===== config.mk =====
export PLATFORM = sky130hd
export DESIGN_NAME = attribute_video_pixel_generator_unit
export DESIGN_NICKNAME = d
export VERILOG_FILES = /design/src/avpg_pkg.sv /design/src/avpg_cfg.sv /design/src/avpg_attr.sv /design/src/avpg_shift.sv /design/src/avpg_out.sv /design/src/attribute_video_pixel_generator_unit.sv
export VERILOG_INCLUDE_DIRS = /design/src /design/src/src
export SDC_FILE = /design/constraint.sdc
export NUM_CORES = 1
export LEC_CHECK = 0
export ABC_AREA = 0
export BUFFER_PORTS_ARGS = -buffer_cell sky130_fd_sc_hd__buf_2
export CAP_MARGIN = 40
export CORE_MARGIN = 2
export CORE_UTILIZATION = 40
export CTS_CLUSTER_SIZE = 28
export DETAILED_ROUTE_END_ITERATION = 6
export GPL_ROUTABILITY_DRIVEN = 0
export PLACE_DENSITY = 0.61
export REMOVE_ABC_BUFFERS = 1
export SLEW_MARGIN = 20
export SYNTH_ARGS = -nofsm -noshare
export SYNTH_HDL_FRONTEND = slang
export SYNTH_SLANG_ARGS = --single-unit

===== constraint.sdc =====
create_clock -name clk -period 2.15 [get_ports clk]
set_clock_uncertainty 0.15 [all_clocks]
set_input_delay 0.43 -clock clk [delete_from_list [all_inputs] [get_ports clk]]
set_output_delay 0.43 -clock clk [all_outputs]
set_load 0.05 [all_outputs]

===== src/attribute_video_pixel_generator_unit_macros.svh =====
// assertion macros for the attribute video pixel generator
`ifndef ATTRIBUTE_VIDEO_PIXEL_GENERATOR_UNIT_MACROS_SVH
`define ATTRIBUTE_VIDEO_PIXEL_GENERATOR_UNIT_MACROS_SVH

// same-cycle implication
`define AVPG_ASSERT_NOW(label, clk, rst_n, ante, cons, msg) \
	label: assert property (@(posedge clk) disable iff (!rst_n) (ante) |-> (cons)) \
		else $error(msg);

// next-cycle implication
`define AVPG_ASSERT_NEXT(label, clk, rst_n, ante, cons, msg) \
	label: assert property (@(posedge clk) disable iff (!rst_n) (ante) |=> (cons)) \
		else $error(msg);

`endif


===== src/avpg_pkg.sv =====
// package: types, register codes and color tables of the pixel generator
package avpg_pkg;

	typedef struct packed {
		logic [7:0] video_byte;
		logic [7:0] paired_byte;
	} byte_item_t;

	typedef struct packed {
		logic [3:0] color_index;
		logic [7:0] red;
		logic [7:0] green;
		logic [7:0] blue;
		logic       last_pixel;
	} pixel_item_t;

	typedef enum logic [2:0] {
		CFG_COLOR_PROFILE = 3'd0,
		CFG_WIDE_MODE     = 3'd1,
		CFG_BLINK_PHASE   = 3'd2,
		CFG_USER_COLOR_0  = 3'd3,
		CFG_USER_COLOR_1  = 3'd4,
		CFG_USER_COLOR_2  = 3'd5,
		CFG_USER_COLOR_3  = 3'd6
	} cfg_idx_t;

	typedef enum logic [1:0] {
		PROF_MONO     = 2'd0,
		PROF_STANDARD = 2'd1,
		PROF_USER     = 2'd2,
		PROF_EIGHT    = 2'd3
	} profile_t;

	typedef struct packed {
		profile_t        color_profile;
		logic            wide_mode;
		logic            blink_phase;
		logic [3:0][3:0] user_color;
	} cfg_t;

	typedef struct packed {
		logic [3:0] color_index;
		logic       last_pixel;
	} pix_t;

	localparam int CFG_IDX_W  = 3;
	localparam int CFG_DATA_W = 4;
	localparam int CNT_W      = 3;

	localparam logic [3:0] COLOR_BLACK  = 4'd0;
	localparam logic [3:0] COLOR_SILVER = 4'd8;
	localparam logic [3:0] COLOR_WHITE  = 4'd15;

	localparam logic [CNT_W-1:0] LAST_NARROW = 3'd5;
	localparam logic [CNT_W-1:0] LAST_WIDE   = 3'd7;

	localparam profile_t   RST_PROFILE    = PROF_STANDARD;
	localparam logic [3:0] RST_USER_COLOR = 4'd15;

	function automatic logic [3:0] eight_color(input logic [2:0] idx);
		logic [3:0] c;
		case (idx)
			3'd0: c = 4'd0;
			3'd1: c = 4'd9;
			3'd2: c = 4'd12;
			3'd3: c = 4'd13;
			3'd4: c = 4'd10;
			3'd5: c = 4'd11;
			3'd6: c = 4'd14;
			default: c = 4'd15;
		endcase
		return c;
	endfunction

	function automatic logic [23:0] palette_rgb(input logic [3:0] ci);
		logic [23:0] rgb;
		case (ci)
			4'd0:  rgb = {8'd0,   8'd0,   8'd0};
			4'd1:  rgb = {8'd160, 8'd0,   8'd0};
			4'd2:  rgb = {8'd0,   8'd160, 8'd0};
			4'd3:  rgb = {8'd160, 8'd160, 8'd0};
			4'd4:  rgb = {8'd0,   8'd0,   8'd160};
			4'd5:  rgb = {8'd160, 8'd0,   8'd160};
			4'd6:  rgb = {8'd0,   8'd160, 8'd160};
			4'd7:  rgb = {8'd160, 8'd160, 8'd160};
			4'd8:  rgb = {8'd191, 8'd191, 8'd191};
			4'd9:  rgb = {8'd255, 8'd80,  8'd80};
			4'd10: rgb = {8'd80,  8'd255, 8'd80};
			4'd11: rgb = {8'd255, 8'd255, 8'd80};
			4'd12: rgb = {8'd80,  8'd80,  8'd255};
			4'd13: rgb = {8'd255, 8'd80,  8'd255};
			4'd14: rgb = {8'd80,  8'd255, 8'd255};
			default: rgb = {8'd255, 8'd255, 8'd255};
		endcase
		return rgb;
	endfunction

endpackage


===== src/avpg_cfg.sv =====
// configuration registers of the pixel generator
module avpg_cfg
	import avpg_pkg::*;
(
	input  logic                  clk,
	input  logic                  arst_n,
	input  logic                  cfg_we,
	input  logic [CFG_IDX_W-1:0]  cfg_index,
	input  logic [CFG_DATA_W-1:0] cfg_data,
	output cfg_t                  cfg
);

	cfg_t cfg_q;

	always_ff @(posedge clk or negedge arst_n) begin
		if (!arst_n) begin
			cfg_q.color_profile <= RST_PROFILE;
			cfg_q.wide_mode     <= 1'b0;
			cfg_q.blink_phase   <= 1'b0;
			cfg_q.user_color    <= {4{RST_USER_COLOR}};
		end else if (cfg_we) begin
			case (cfg_idx_t'(cfg_index))
				CFG_COLOR_PROFILE: cfg_q.color_profile <= profile_t'(cfg_data[1:0]);
				CFG_WIDE_MODE:     cfg_q.wide_mode     <= cfg_data[0];
				CFG_BLINK_PHASE:   cfg_q.blink_phase   <= cfg_data[0];
				CFG_USER_COLOR_0:  cfg_q.user_color[0] <= cfg_data;
				CFG_USER_COLOR_1:  cfg_q.user_color[1] <= cfg_data;
				CFG_USER_COLOR_2:  cfg_q.user_color[2] <= cfg_data;
				CFG_USER_COLOR_3:  cfg_q.user_color[3] <= cfg_data;
				default: ;
			endcase
		end
	end

	assign cfg = cfg_q;

endmodule


===== src/avpg_attr.sv =====
// attribute color selection for one video byte
module avpg_attr
	import avpg_pkg::*;
(
	input  cfg_t       cfg,
	input  byte_item_t item,
	output logic [3:0] color
);

	logic [1:0] d;
	logic [1:0] c;
	logic [1:0] attr;

	assign d    = item.video_byte[7:6];
	assign c    = item.paired_byte[7:6];
	assign attr = cfg.wide_mode ? 2'd0 : d;

	always_comb begin
		case (cfg.color_profile)
			PROF_MONO: color = COLOR_WHITE;
			PROF_STANDARD: begin
				if (cfg.blink_phase && attr[1]) begin
					color = COLOR_BLACK;
				end else begin
					color = attr[0] ? COLOR_SILVER : COLOR_WHITE;
				end
			end
			PROF_USER:  color = cfg.user_color[attr];
			PROF_EIGHT: color = eight_color({~|(d & c), d | c});
			default:    color = COLOR_BLACK;
		endcase
	end

endmodule


===== src/avpg_shift.sv =====
// byte holding register and pixel shifter
`include "attribute_video_pixel_generator_unit_macros.svh"
module avpg_shift
	import avpg_pkg::*;
(
	input  logic       clk,
	input  logic       arst_n,
	input  logic       in_valid,
	output logic       in_stall,
	input  logic [7:0] video_byte,
	input  logic [3:0] color,
	input  logic       wide_mode,
	input  logic       advance,
	output logic       emit,
	output pix_t       pix
);

	logic             valid_s1;
	logic [7:0]       bits_s1;
	logic [3:0]       color_s1;
	logic [CNT_W-1:0] rem_s1;
	logic             last;
	logic             accept;

	assign last     = (rem_s1 == '0);
	assign emit     = valid_s1 && advance;
	assign in_stall = valid_s1 && !(emit && last);
	assign accept   = in_valid && !in_stall;

	assign pix.color_index = bits_s1[0] ? color_s1 : COLOR_BLACK;
	assign pix.last_pixel  = last;

	always_ff @(posedge clk or negedge arst_n) begin
		if (!arst_n) begin
			valid_s1 <= 1'b0;
			rem_s1   <= '0;
		end else if (accept) begin
			valid_s1 <= 1'b1;
			rem_s1   <= wide_mode ? LAST_WIDE : LAST_NARROW;
		end else if (emit) begin
			valid_s1 <= !last;
			rem_s1   <= rem_s1 - 1'b1;
		end
	end

	always_ff @(posedge clk) begin
		if (accept) begin
			bits_s1  <= video_byte;
			color_s1 <= color;
		end else if (emit) begin
			bits_s1 <= {1'b0, bits_s1[7:1]};
		end
	end

	`AVPG_ASSERT_NEXT(a_load_count, clk, arst_n, accept,
		valid_s1 && (rem_s1 == LAST_NARROW || rem_s1 == LAST_WIDE),
		"byte loaded with bad pixel count")
	`AVPG_ASSERT_NEXT(a_hold_byte, clk, arst_n, emit && !last,
		valid_s1 && rem_s1 == $past(rem_s1) - 1'b1,
		"byte dropped before its last pixel")

endmodule


===== src/avpg_out.sv =====
// palette lookup and result register
`include "attribute_video_pixel_generator_unit_macros.svh"
module avpg_out
	import avpg_pkg::*;
(
	input  logic        clk,
	input  logic        arst_n,
	input  logic        emit,
	input  pix_t        pix,
	output logic        advance,
	output logic        out_valid,
	input  logic        out_stall,
	output pixel_item_t out_data
);

	logic        valid_q;
	pixel_item_t data_q;
	logic [23:0] rgb;

	assign advance = !valid_q || !out_stall;
	assign rgb     = palette_rgb(pix.color_index);

	always_ff @(posedge clk or negedge arst_n) begin
		if (!arst_n) begin
			valid_q <= 1'b0;
		end else if (advance) begin
			valid_q <= emit;
		end
	end

	always_ff @(posedge clk) begin
		if (emit) begin
			data_q.color_index <= pix.color_index;
			data_q.red         <= rgb[23:16];
			data_q.green       <= rgb[15:8];
			data_q.blue        <= rgb[7:0];
			data_q.last_pixel  <= pix.last_pixel;
		end
	end

	assign out_valid = valid_q;
	assign out_data  = data_q;

	`AVPG_ASSERT_NOW(a_black_rgb, clk, arst_n, valid_q && data_q.color_index == COLOR_BLACK,
		data_q.red == 8'd0 && data_q.green == 8'd0 && data_q.blue == 8'd0,
		"black pixel with nonzero color")

endmodule


===== src/attribute_video_pixel_generator_unit.sv =====
// top level of the attribute video pixel generator
//
//  channel   | valid        | stall        | payload
//  ----------+--------------+--------------+----------------------------
//  byte in   | byte_valid   | byte_stall   | byte_data  (byte_item_t)
//  pixel out | pixel_valid  | pixel_stall  | pixel_data (pixel_item_t)
//  config    | cfg_we       | -            | cfg_index, cfg_data
//
//  one pixel per cycle while no pixel stall holds it: a byte gives 6 pixels in narrow mode, 8 in wide mode
//  the pixel shifter sets the rate; the next byte loads as the last pixel leaves
//  the first pixel of a taken byte passes the shifter register, then the output register
//  reset clears the valid flags and loads the register defaults
//  a pixel stall freezes the shifter and stalls the byte input
module attribute_video_pixel_generator_unit
	import avpg_pkg::*;
(
	input  logic                  clk,
	input  logic                  arst_n,
	input  logic                  byte_valid,
	output logic                  byte_stall,
	input  byte_item_t            byte_data,
	output logic                  pixel_valid,
	input  logic                  pixel_stall,
	output pixel_item_t           pixel_data,
	input  logic                  cfg_we,
	input  logic [CFG_IDX_W-1:0]  cfg_index,
	input  logic [CFG_DATA_W-1:0] cfg_data
);

	cfg_t       cfg;
	logic [3:0] color;
	logic       advance;
	logic       emit;
	pix_t       pix;

	avpg_cfg u_cfg (
		.clk       (clk),
		.arst_n    (arst_n),
		.cfg_we    (cfg_we),
		.cfg_index (cfg_index),
		.cfg_data  (cfg_data),
		.cfg       (cfg)
	);

	avpg_attr u_attr (
		.cfg   (cfg),
		.item  (byte_data),
		.color (color)
	);

	avpg_shift u_shift (
		.clk        (clk),
		.arst_n     (arst_n),
		.in_valid   (byte_valid),
		.in_stall   (byte_stall),
		.video_byte (byte_data.video_byte),
		.color      (color),
		.wide_mode  (cfg.wide_mode),
		.advance    (advance),
		.emit       (emit),
		.pix        (pix)
	);

	avpg_out u_out (
		.clk       (clk),
		.arst_n    (arst_n),
		.emit      (emit),
		.pix       (pix),
		.advance   (advance),
		.out_valid (pixel_valid),
		.out_stall (pixel_stall),
		.out_data  (pixel_data)
	);

endmodule


==> results of run 1 <==
-- worst max-delay path: stages, from the launching register on --
cell and delay (ns):
dfrtp_1 0.34, inv_2 0.05, ha_1 0.19, nor2b_4 0.13
a21bo_4 0.24, inv_1 0.07, buf_6 0.15
-- per-stage QoR --
stage	setup WS [ns]	instance area (sq um)
2_1_floorplan	0.0605	2290
3_3_place_gp	0.242	2650
3_5_place_dp	0.214	2650
4_1_cts	0.00967	2800
5_1_grt	0.0182	2810
6_report	0.0979	2810
-- final timing paths --
path	start	end	slack [ns]	cells past startpoint
max reg2reg	u_shift.rem_s1[1]	u_shift.bits_s1[1]	0.28	7
max in group asynchronous	arst_n	u_cfg.cfg[10]	0.98	2
min reg2reg	u_cfg.cfg[6]	u_cfg.cfg[6]	0.36	2
max	u_shift.rem_s1[0]	byte_stall	0.1	6
min	cfg_data[2]	u_cfg.cfg[6]	0.23	3
min in group asynchronous	arst_n	u_cfg.cfg[17]	0.50	2
-- what timing repair did --
| item | in CTS | in global routing |
|---|---|---|
| resized for setup | 1 | 3 |
| endpoints found under the hold margin | 8 | 0 |
| setup endpoints to repair | 1 | 1 |
| hold buffers | 1 | 0 |
-- synth_stat cells, types with 4 or more instances --
cell type and n:
o21ai_0 4, dfrtp_1 8, buf_4 18, mux2_4 6
nand3_1 4, dfstp_2 17, edfxtp_1 24, nand2_1 15
nand2b_1 5, a21oi_1 8, inv_1 11, mux2_2 22
-- flip-flops by register name, indices dropped and copies added, names as in the netlist --
name	flops
u_cfg.cfg	20
u_out.out_data	12
u_shift.bits_s1	8
u_shift.color_s1	4
u_shift.rem_s1	3
u_out.out_valid	1
u_shift.valid_s1	1
-- per-layer routing --
metal,track usage,wire [um]
met1,0.161,1800
met2,0.220,1980
met4,0.0400,18
met5,0,0
met3,0.0319,245
-- layout make-up --
class                           count  area [sq um]  share of cell area
Timing Repair Buffer               54           284               0.101
Clock buffer                        5          68.8              0.0245
Sequential cell                    49          1370               0.487
Inverter                           12          47.5              0.0169
Tap cell                           75          93.8              0.0334
Multi-Input combinational cell    108           880               0.313
Clock inverter                      3          65.1              0.0232
-- kinds of logic after synthesis --
kind of cell	after synthesis	synth area share
adder cells (fa/ha/maj)	2	0.0103
flip-flops	49	0.562
XOR/XNOR	2	0.00720
AND/OR/NAND/NOR	45	0.108
AO/OA/AOI/OAI	28	0.0822
multiplexers	31	0.151
buffers and inverters	32	0.0791
-- power by group through the flow --
stage,logic [mW],registers (mW),clock network (mW)
final,1.27,1.46,0.760
after floorplan,0.511,1.93,0
after global routing,1.38,1.50,0.813
after detailed placement,1.26,1.48,0
after global placement,1.24,1.47,0
after CTS,1.27,1.46,0.781
==> metrics, run 1 <==
Post-synth EDFFs 24; Avg Inst Size Synth 12.9 sq um; Clock transition at path regs 0.09 ns; first-pass GRT wire length 6.60 mm; Clock Sinks 49; Synth area leader edfxtp_1; vias in the first global route 1421; drt total wl 4.04 mm; kind of critical path register to output port; post-CTS setup buffer count 0; Finished Layout Cells 306; TritonCTS clock tree built; mapped cell area 2430 sq um; drt drc 0; crit start category register; Avg WL per Cell 13.2 um; Synth cell types 42; share of layout cells above drive strength 1 0.502; ys flop type edfxtp_1; Critical Path AT 1.47 ns; port buffer count 52; Final Max Slew Viols 0; Tightest Hold Check Type input port to register; PD cells 1240 nW/um^2; Vias/cell 4.95; largest cells by area after synthesis edfxtp_1, dfstp_2, mux2_2, dfrtp_1, buf_4; power share of the clock group 0.218; top cell type's share of synthesized area 0.296; Ports 59; Hold Slack 0.226 ns; status complete, no violations; initial core utilization 0.414; hpwl dp 3.07 mm; die width 82.0 um; CTS buffer count 5; diode count 0; commonest non-fill, non-tap cells in the layout buf_2, edfxtp_1, mux2_2, dfstp_2, nand2_1; gr usage total 0.129; Tcrit/Tclk final 0.954; Core ar. 5890 sq um; aggregate global routing overflow 0; Int Power 2.20 mW; switching pwr 1.29 mW; Area Overhead vs Synth 15.3%; clk_lat worst skew 0.30 ns; clk buf depth 2; Power, Total 3.49 mW; 1st-pass router iterations 4; sequential area share after synthesis 0.562; antenna viol nets, final 0; Via Count 1515; Worst Setup End Kind output port; H-tree depth 2; Synth async-reset ratio 0.510; number of fill cells 562; commonest non-fill, non-tap cell in the layout buf_2; Reg power frac 0.419; final setup violation count 0; setup TNS 0 ns; CP required 1.57 ns; dpl cells 297; initial DRC count 75; crit path max fanout 5; RSZ-0062 raised after global routing false; Net count, final 260; Comb power frac 0.363; initial antenna violation count 0; YS warnings 0; Cells after Synth 189; Root Buffer clkbuf_8; Slew @ Worst Pin 0.555 ns; die area 6730 sq um; Die Y-Extent 82.0 um; total leakage power 1.20 nW; switching part of the total 0.369; Rows 28; largest net degree at the start of global routing 26; relative slew slack 0.630; final hold vios 0; Fmax 487 MHz; Synth Register Bits 49; Max Cap Viol 0; Post-Route Utilization 0.477; Tmin final 2.05 ns; worst vdd ir 0.000601 V
No activity file was read; power rests on OpenSTA's default activity.
==> inputs of run 2 (changes only) <==
PLACE_DENSITY = 0.63   (was 0.61)
clock period = 1.7 ns   (was 2.15 ns; I/O delays follow)
==> metrics, run 2 (synthesized netlist as in run 1, its figures left out) <==
hpwl dp 3.10 mm; initial DRC count 42; commonest non-fill, non-tap cell in the layout buf_2; worst vdd ir 0.000870 V; share of layout cells above drive strength 1 0.539; diode count 0; aggregate global routing overflow 0; TritonCTS clock tree built; Layout Cell Area excl Fill 2900 sq um; Avg WL per Cell 12.8 um; pre-CTS setup slack -0.0925 ns; crit start category register; Root Buffer clkbuf_8; R2R Setup Slk -0.16 ns; H-tree depth 2; Area Overhead vs Synth 19.3%; PD cells 1490 nW/um^2; die width 82.0 um; crit path max fanout 3; Clock Sinks 49; Tightest Hold Check Type input port to register; RSZ-0062 raised after global routing true; CTS buffer count 5; relative slew slack 0.634; drt total wl 4.07 mm; antenna viol nets, final 0; dpl cell area 2730 sq um; first-pass GRT wire length 6.45 mm; post-route setup slack -0.169 ns; Tcrit/Tclk final 1.10; Max Cap Viol 0; Worst path slowest cell dfrtp_1; max FFs per register 20; Tmin final 1.87 ns; worst-path cell chain inv_2, ha_4, nor2b_4, a21bo_4, inv_2, buf_8; die area 6730 sq um; Worst path max stage delay 0.35 ns; Critical Path AT 1.38 ns; Vias/cell 4.85; final setup violation count 8; port buffer count 52; Via Count 1543; Fmax 535 MHz; Core ar. 5890 sq um; family with the most delay on the worst path flip-flops; initial antenna violation count 0; most frequent CP cell inv_2; Clock transition at path regs 0.09 ns; Power, Total 4.33 mW; clk buf depth 2; largest net degree at the start of global routing 26; Crit path buffers/inverters 3; Post-Route Utilization 0.493; commonest non-fill, non-tap cells in the layout buf_2, edfxtp_1, mux2_2, dfstp_2, nand2_1; clk_lat worst skew 0.31 ns; gr usage total 0.129; final hold vios 0; Worst Setup End Kind output port; Ports 59; total leakage power 1.25 nW; 1st-pass router iterations 4; kind of critical path register to output port; Final Max Slew Viols 0; vias in the first global route 1422; Rows 28; status finished with violations; Hold Slack 0.132 ns; initial core utilization 0.414; Slew @ Worst Pin 0.549 ns; Net count, final 272; violated checks negative setup slack; drt drc 0; CP required 1.21 ns; Die Y-Extent 82.0 um
-- run 2: area by class of cell --
cell class | instances | area (sq um)
fill | 550 | 2980
sequential | 49 | 1370
multi-input combinational | 108 | 905
timing repair buffer | 66 | 389
tap | 75 | 93.8
clock buffer | 5 | 68.8
inverter | 12 | 57.6
clock inverter | 3 | 22.5
-- run 2: worst min-delay path: cells and delay by family --
| family | cells | cell delay (ns) |
|---|---|---|
| compound gates | 1 | 0.07 |
| simple gates | 1 | 0.05 |
| buf+inv | 1 | 0.12 |
-- run 2: where the power goes --
| group | total (mW) | switching [mW] | internal, mW |
|---|---|---|---|
| clock network | 0.682 | 0.390 | 0.292 |
| logic | 1.82 | 1.15 | 0.671 |
| registers | 1.84 | 0.158 | 1.68 |
| total | 4.33 | 1.69 | 2.64 |
-- run 2: per-stage QoR --
step | std cells | TNS (ns)
floorplan | 169 | -6.20
global placement | 307 | -0.560
CTS | 318 | -0.934
global route | 318 | -1.55
finish | 318 | -1.19
detailed placement | 307 | -0.628
-- run 2: repair_timing --
| action | in CTS | in global routing |
|---|---|---|
| setup endpoints to repair | 8 | 12 |
| buffers inserted | 2 | 0 |
| pin swaps | 1 | 0 |
| gates cloned | 0 | 0 |
| hold endpoints to repair | 8 | 0 |
| resized for setup | 14 | 3 |
| hold buffers | 1 | 0 |
-- run 2: layer usage --
layer / track usage / vias to the layer above / part of all wire
met5: 0 / - / 0
met4: 0.0300 / 0 / 0.0088
met3: 0.0484 / 6 / 0.069
met2: 0.224 / 48 / 0.49
met1: 0.152 / 716 / 0.43
li1: - / 773 / -
-- run 2: path summary, 6_finish.rpt --
check / depth (start not counted) / endpoint / startpoint
worst max-delay path: 6 / byte_stall / u_shift.rem_s1[0]
worst min-delay path: 3 / u_cfg.cfg[6] / cfg_data[2]
worst max register to register: 8 / u_shift.bits_s1[2] / u_shift.rem_s1[0]
worst min register to register: 2 / u_cfg.cfg[6] / u_cfg.cfg[6]
max in group asynchronous: 2 / u_cfg.cfg[6] / arst_n
min in group asynchronous: 2 / u_out.out_valid / arst_n
==> inputs of run 3 (changes only) <==
CORE_MARGIN = 5   (was 2)
PLACE_DENSITY = 0.61   (was 0.63)
clock period = 2 ns   (was 1.7 ns; I/O delays follow)
==> metrics, run 3 (synthesized netlist as in run 1, its figures left out) <==
status complete, no violations; busiest grt layer met2; gr usage total 0.117; crit path from u_shift.rem_s1[0]; largest net degree at the start of global routing 26; Hold EP u_cfg.cfg[6]; R2R Setup Slk 0.08 ns; Slew @ Worst Pin 0.571 ns; Crit path buffers/inverters 3; dpl cells 298; initial DRC count 44; 1st-pass router iterations 4; PD cells 1340 nW/um^2; M2 GR Usage 0.210; Clock Sinks 49; total leakage power 1.22 nW; vias in the first global route 1510; final setup violation count 0; die width 88.0 um; H-tree depth 2; commonest non-fill, non-tap cells in the layout buf_2, edfxtp_1, mux2_2, dfstp_2, nand2_1; number of fill cells 529; antenna viol nets, final 0; drt drc 0; CP required 1.45 ns; worst r2r path cells 8; Max Cap Viol 0; Tightest Hold Check Type input port to register; port buffer count 52; Worst Setup End Kind output port; crit start category register; crit path max fanout 4; reg2reg start u_shift.rem_s1[0]; Rows 28; initial core utilization 0.411; hold_sp cfg_data[2]; clk buf depth 2; Tcrit/Tclk final 0.976; Vias/cell 5.03; area of the multi-input gates 882 sq um; Layout Cell Area excl Fill 2840 sq um; max FFs per register 20; Core ar. 5920 sq um; CTS buffer count 5; Worst path slowest cell dfrtp_1; clk_lat worst skew 0.30 ns; hpwl dp 3.27 mm; final hold vios 0; Via Count 1555; dpl cell area 2660 sq um; worst-path cell chain inv_1, ha_2, nor2b_4, a21bo_4, inv_2, buf_8; Clock transition at path regs 0.09 ns; register area 1370 sq um; aggregate global routing overflow 0; diode count 0; Area Overhead vs Synth 16.5%; Avg WL per Cell 14.0 um; Min-Delay Path Depth 3; FF-to-FF End u_shift.bits_s1[4]; Net count, final 263; worst vdd ir 0.000615 V; commonest non-fill, non-tap cell in the layout buf_2; Final Max Slew Viols 0; Ports 59; Finished Layout Cells 309; Tmin final 1.95 ns; share of layout cells above drive strength 1 0.517; RSZ-0062 raised after global routing true; Die Y-Extent 88.0 um; relative slew slack 0.619; Root Buffer clkbuf_8; Worst path max stage delay 0.33 ns; Fmax 512 MHz; met1 Use GR 0.134; initial antenna violation count 0; kind of critical path register to output port; die area 7750 sq um; Power, Total 3.81 mW; GR Util met3 0.0357; Critical Path AT 1.40 ns; drt total wl 4.31 mm; family with the most delay on the worst path flip-flops; first-pass GRT wire length 6.93 mm; TritonCTS clock tree built
## run 3: routing by layer
metal	wire (um)	vias up
li1	-	755
met3	368	6
met5	0	-
met4	51	0
met1	1880	739
met2	2020	55
## run 3: worst max path at each step
| stage | end | cells past startpoint |
|---|---|---|
| 3_3_place_gp | u_shift.bits_s1[4] | 7 |
| 6_report | byte_stall | 6 |
| 3_5_place_dp | u_shift.bits_s1[4] | 7 |
| 2_1_floorplan | pixel_data[10] | 0 |
| 5_1_grt | byte_stall | 6 |
| 4_1_cts | byte_stall | 6 |
## run 3: power breakdown
group          internal, mW  leakage (nW)  switching, mW
clock                 0.497        0.0681          0.329
sequential             1.43         0.505          0.147
combinational         0.484         0.647          0.928
## run 3: stage by stage
| stage | setup WS (ns) | util | setup TNS (ns) | hold slack (ns) |
|---|---|---|---|---|
| 3_5_place_dp | 0.102 | 0.449 | 0 | 0.282 |
| 5_1_grt | -0.00610 | 0.479 | -0.00610 | 0.204 |
| 4_1_cts | 0.00925 | 0.478 | 0 | 0.186 |
| 3_3_place_gp | 0.127 | 0.449 | 0 | 0.274 |
| 6_report | 0.0481 | 0.479 | 0 | 0.199 |
| 2_1_floorplan | -0.0595 | - | -0.953 | -0.0456 |
## run 3: worst min-delay path, stage by stage
cell	delay, ns
buf_2	0.12
nand2_1	0.05
o21ai_0	0.07
## run 3: timing repair
action	CTS	global route
hold buffers	1	0
pin swaps	1	1
gates resized for setup	4	4
setup endpoints to repair	1	7
cloned	0	0
endpoints found under the hold margin	8	0
setup buffers	2	0
## run 3: layout make-up
type / count / share of cell area
Inverter: 12 / 0.0176
Sequential cell: 49 / 0.482
Tap cell: 75 / 0.0331
Timing Repair Buffer: 57 / 0.109
Multi-Input combinational cell: 108 / 0.311
Clock inverter: 3 / 0.0229
Clock buffer: 5 / 0.0243
